<file path="src/rtl/sal_pkg.sv">
// shared types, constants and helpers of the salsa20 core
`timescale 1ns / 1ps
package sal_pkg;

	localparam int ROUND_COUNT_DEF = 8;
	localparam int WORD_W          = 32;
	localparam int NUM_WORDS       = 16;
	localparam int STEPS_PER_ROUND = 4;

	typedef logic [WORD_W-1:0] word_t;
	typedef word_t [NUM_WORDS-1:0] block_t;

	// working words and the untouched copy for the final feed-forward
	typedef struct packed {
		block_t x;
		block_t orig;
	} stage_t;

	// word indices a, b, c, d of each quarter round, column round first, then row round
	localparam int QR_IDX [2][4][4] = '{
		'{'{0, 4, 8, 12}, '{5, 9, 13, 1}, '{10, 14, 2, 6}, '{15, 3, 7, 11}},
		'{'{0, 1, 2, 3}, '{5, 6, 7, 4}, '{10, 11, 8, 9}, '{15, 12, 13, 14}}
	};

	// per step of a quarter round: role updated, the two roles summed, rotation
	localparam int STEP_DST  [4] = '{1, 2, 3, 0};
	localparam int STEP_SRC0 [4] = '{0, 1, 2, 3};
	localparam int STEP_SRC1 [4] = '{3, 0, 1, 2};
	localparam int STEP_ROT  [4] = '{7, 9, 13, 18};

	function automatic word_t rotl(word_t v, int unsigned n);
		return (v << n) | (v >> (WORD_W - n));
	endfunction

endpackage

</file>
<file path="src/rtl/sal_fin.sv">
// feed-forward add and result register
`timescale 1ns / 1ps
module sal_fin (
	input  logic            clk,
	input  logic            arst_n,
	input  logic            up_valid,
	input  sal_pkg::stage_t up_data,
	output logic            up_ready,
	output logic            dn_valid,
	output sal_pkg::block_t dn_data,
	input  logic            dn_stall
);

	logic            valid_q;
	sal_pkg::block_t res_q;
	sal_pkg::block_t sum;

	always_comb begin
		for (int i = 0; i < sal_pkg::NUM_WORDS; i++) begin
			sum[i] = up_data.x[i] + up_data.orig[i];
		end
	end

	assign up_ready = !valid_q || !dn_stall;

	always_ff @(posedge clk or negedge arst_n) begin
		if (!arst_n) begin
			valid_q <= 1'b0;
		end else if (up_ready) begin
			valid_q <= up_valid;
		end
	end

	always_ff @(posedge clk) begin
		if (up_ready && up_valid) begin
			res_q <= sum;
		end
	end

	assign dn_valid = valid_q;
	assign dn_data  = res_q;

endmodule

</file>
<file path="config.mk">
export PLATFORM = sky130hd
export DESIGN_NAME = sal_fin
export DESIGN_NICKNAME = d
export VERILOG_FILES = /design/src/rtl/sal_pkg.sv /design/src/rtl/sal_fin.sv
export SDC_FILE = /design/constraint.sdc
export NUM_CORES = 1
export LEC_CHECK = 0
export ABC_AREA = 1
export ABC_CLOCK_PERIOD_IN_PS = 33300
export BUFFER_PORTS_ARGS = -buffer_cell sky130_fd_sc_hd__buf_4
export CORE_AREA = 2 2 603 605
export CTS_BUF_LIST = sky130_fd_sc_hd__clkbuf_8
export CTS_CLUSTER_DIAMETER = 50
export DETAILED_ROUTE_END_ITERATION = 10
export DIE_AREA = 0 0 605 607
export GPL_ROUTABILITY_DRIVEN = 0
export PLACE_DENSITY = 0.3
export SYNTH_ARGS = -nofsm -noshare
export SYNTH_HDL_FRONTEND = slang
export SYNTH_SLANG_ARGS = --single-unit
</file>
<file path="constraint.sdc">
create_clock -name clk -period 33.3 [get_ports clk]
set_input_delay 4.995 -clock clk [delete_from_list [all_inputs] [get_ports clk]]
set_output_delay 4.995 -clock clk [all_outputs]
set_load 0.02 [all_outputs]
</file>
## Yosys cells after proc, flatten, opt, wreduce, memory -nomap -nowiden

Index checks and enable logic that the tools add are counted.
Widths: inputs -> output; s select.

| storage, ports and cells | value |
|---|---|
| output and inout bits | 514 |
| register bits after elaboration | 513 |

| operators by class | value |
|---|---|
| add/subtract/negate cells | 16 |
| reduce and logical (&&, ||, !) cells | 4 |

Operators with widths:

| cell | count |
|---|---|
| $add 32x32->32 | 16 |
| $logic_not 1->1 | 2 |
| $logic_and 1x1->1 | 1 |
| $logic_or 1x1->1 | 1 |

## Longest topological paths before layout

| logic depth | value |
|---|---|
| depth in word-level cells | 3 |
| mapped depth | 12 |
| depth with buffers taken out | 12 |

## Least setup slack after synthesis

OpenSTA, ideal clock, no wires.

| timing | value |
|---|---|
| path kind | input to register |
| start point | input port up_valid |
| end point | register res_q, in the netlist dn_data[0], enable pin |
| slack | 2.201 ns |
| arrival time | 29.538 ns |
| stages on the path | 2 |
| setup time | 1.561 ns |
| path through | inv_1 a21oi_1 |

| on the way | value |
|---|---|
| cells in the longest elaborated chain, start to end | 1 |

Ends and longest elaborated chain:

| item | RTL line | RTL |
|---|---|---|
| from (decl) | sal_fin.sv:6 | `input logic up_valid,` |
| $logic_and 1x1->1 | sal_fin.sv:35 | `if (up_ready && up_valid) begin` |
| to (signal assigned) | sal_fin.sv:36 | `res_q <= sum;` |
| to (decl) | sal_fin.sv:15 | `sal_pkg::block_t res_q;` |

Every way passes these cells.
A chain may end at the register's enable or synchronous reset.

## Final worst setup path

| timing | value |
|---|---|
| start point | input port dn_stall |
| end point | output port up_ready |

| on the way | value |
|---|---|
| cells in the longest elaborated chain, start to end | 2 |

Ends and longest elaborated chain:

| item | RTL line | RTL |
|---|---|---|
| from (decl) | sal_fin.sv:11 | `input logic dn_stall` |
| $logic_not 1->1 | sal_fin.sv:24 | `assign up_ready = !valid_q \|\| !dn_stall;` |
| $logic_or 1x1->1 | sal_fin.sv:24 |  |
| to (decl) | sal_fin.sv:8 | `output logic up_ready,` |

Every way passes these cells.

==> reports/summary.md <==
The run finished with clean final reports. The logs give 5.37 ns for the worst path arrival time and 16.7% for the global-route usage over all layers. For the placeable core region, the log shows 0.361 sq mm.

The via count of the first global-routing pass was 57807. The vertical die dimension works out to 607 um. By area the synthesized netlist is led by sky130_fd_sc_hd__edfxtp_1 29%, sky130_fd_sc_hd__nand2_1 26%, sky130_fd_sc_hd__inv_1 13%.

Dividing the detail-routed via count by the number of cells gives 3.82. Adder and majority cell fraction of the synthesized area: 12.4%. By area, the combinational part of the netlist is dominated by simple AND/OR/NAND/NOR gates. The post-cts hold buffer count came out at 0.

In the final routed layout, each cell accounts on average for 21.3 um. The cell depth of the worst flop-to-flop path is 6. The clock skew was 0.135 ns; the Yosys warning count was 0. At the later pin of the worst-skew pair, clock insertion delay measures 0.98 ns. Dividing the final minimum period by the clock period gives 31.1%. After Yosys synthesis, and, or, nand and nor cells account for 37.5% of the synthesized area.

The tool flagged a number of max-cap violations equal to 0. The worst register-to-register path has a setup slack of 28.48 ns. For this design the static power due to leakage is 41.6 nW. The number of instances in the synthesized netlist is 8382, and the first-pass GRT wire length is 434000 um. The synthesized netlist devotes 3.74% of its cell area to compound gates. The path class of the tightest hold or removal check is reg -> reg. In this run the critical register-to-register path is captured at dn_data[169].

Total nets after synthesis: 9922. Total CTS buffers: 158. The horizontal die dimension is 605 um.

Destination of the critical timing path: up_ready. The longest clock path from root to sink contains 4 buffers. The critical path starts at dn_stall.

The number of buffer cells added on primary ports was 1541. The top-area cell type share of the netlist area was 29.3%. The floorplan has 221 rows. For the share of synthesized area occupied by flip-flops and latches, the log shows 29.3%.

The number of antenna violations at the first check in global routing is 129, and the final-stage net count is 11634. Relative slew slack: 34.0%. TritonCTS built the clock tree. For the number of nets still failing antenna checks after routing, the log shows 0. For this run, the top clock speed supported by timing is 96.5 MHz.

Counting instances, the worst hold path has a depth of 2. The detailed router placed 57355 vias in this run. For the final routed database, the setup TNS stands at 0 ns.

Subtracting the final worst setup slack from the clock period gives 10.37 ns. The number of gates resized after CTS was 0. The endpoint class of the critical path was a primary output.

Cells with a size suffix above 1 make up 18.5% of the layout. The largest total area in the synthesized netlist belongs to sky130_fd_sc_hd__edfxtp_1. The maximum number of pins on one net before global-route repair was 65. The H-tree was split into 4 levels.

The first detailed-routing pass ran for 6 iterations. Setup repair after global routing left no endpoint under its margin. The run gives 3166 as the DRC marker count from the first detailed-route iteration.

The worst setup path is launched from an input port. The slew at the pin closest to its max-slew limit was 0.983 ns. In the layout the commonest cells are 3665 x sky130_fd_sc_hd__nand2_1, 1828 x sky130_fd_sc_hd__inv_1, 1552 x sky130_fd_sc_hd__buf_4, 622 x sky130_fd_sc_hd__nor2_1, 512 x sky130_fd_sc_hd__edfxtp_1.

In this run the critical register-to-register path is launched from dn_valid. Counting flops and latches in the post-synthesis netlist gives 513. The post-synthesis average cell area came out at 6.27 sq um. The tree is rooted in a sky130_fd_sc_hd__clkbuf_8. The worst voltage drop across the vdd grid is 53.2 uV, and the post-synthesis to final-layout area growth is 39.9%.

The netlist area before placement is 0.0526 sq mm, and the remaining global-route overflow is 0. After routing the design area is 0.0735 sq mm. The floorplan step defined a die boundary enclosing 0.367 sq mm. The number of endpoints with negative hold slack in the final report is 0. Most common cell after layout, fill and taps aside: sky130_fd_sc_hd__nand2_1. The XOR/XNOR share of the synthesized area is 4.27%, and the count of filler cells inserted in the layout is 41558. After detailed routing, the number of remaining DRC violations is 0. For the max-slew violation count, the log shows 0. The power per unit of standard cell area is 40.1 mW/mm^2, and the largest fanout on the critical path is 2. The multiplexer share of the synthesized area came out at 0%. The critical path is of the in -> out type. Setup violations remaining at the end of the flow were counted as 0. The synthesized netlist contains 19 unique library cells.

Once the floorplan was initialized, standard cells occupied 14.6% of the core. Data on the critical path is required at its endpoint by 28.30 ns. Clock tree synthesis found a total of 513 sinks.

Once detailed placement completed, the half-perimeter wirelength came to 286000 um. For the total placed instance area, the log shows 0.0702 sq mm. The I/O pin count came out at 1542. Wires add up to 320000 um.

The clock edge transition at the registers on the reported setup and hold paths works out to 0.05 ns. The number of buffers added for setup after CTS was 0.
## stage by stage
stage	hold WS (ns)	std cells	utilization (%)	worst slack, ns	total power [mW]
after detailed placement	0.711	14728	19.5	22.93	1.97
after global placement	0.756	14728	19.5	22.91	1.98
after CTS	0.728	15003	20.4	22.93	3.04
final	0.718	15034	20.4	22.93	2.95
after global routing	0.765	15021	20.4	22.92	3.15
after floorplan	0.768	8382	-	2.20	1.48
## state kept, by name (all words and copies together), names as in the netlist
name and cells:
dn_data 512, dn_valid 1
## layout make-up
cell class / instances / area, sq um / area share, %
antenna: 31 / 77.6 / 0.105
clock buffer: 161 / 2220 / 3.01
clock inverter: 114 / 1020 / 1.39
inverter: 1793 / 6730 / 9.15
multi-input combinational: 6076 / 30400 / 41.4
sequential: 513 / 15400 / 20.9
tap: 4794 / 6000 / 8.16
timing repair buffer: 1552 / 11700 / 15.8
## logic make-up after synthesis
kind of cell / Yosys count
AO/OA/AOI/OAI: 369
XOR/XNOR: 256
adder cells (fa/ha/maj): 512
flip-flops: 513
AND/OR/NAND/NOR: 4939
buffers and inverters: 1793
## cells in the mapped netlist (all sizes together)
master / n
fa: 16
a21oi: 321
xor2: 237
nand3: 419
xnor2: 19
nor2: 627
nand4: 61
nor3: 80
dfrtp: 1
edfxtp: 512
inv: 1793
a21o: 16
or2: 3
nand2: 3749
o21bai: 32
ha: 496
## critical path, cell delays in order
cell                      delay [ns]
sky130_fd_sc_hd__buf_4          0.13
sky130_fd_sc_hd__nand2_1        0.09
sky130_fd_sc_hd__buf_4          0.15
## worst min-delay path by stage
stage | startpoint | end | slack, ns
floorplan | dn_valid | dn_valid | 0.77
global route | dn_valid | dn_valid | 0.76
finish | dn_valid | dn_valid | 0.72
CTS | dn_valid | dn_valid | 0.73
global placement | dn_valid | dn_valid | 0.76
detailed placement | dn_valid | dn_valid | 0.71
## routing by layer
metal  vias to the layer above  GRT usage (%)  share of wire, %
li1                      29110              -                 -
met1                     26263           17.5                37
met2                      1425           32.1                53
met3                       501           4.46               6.3
met4                        56           5.10               3.2
met5                         -              0              0.12
## power by group
part           internal (mW)  total, mW  leakage [nW]  switching (mW)
logic                  0.384       1.09          34.9           0.708
registers              0.818      0.852          4.91          0.0339
clock network          0.584       1.01          1.78           0.423
total                   1.79       2.95          41.6            1.16
(Power assumes the default switching activity.)
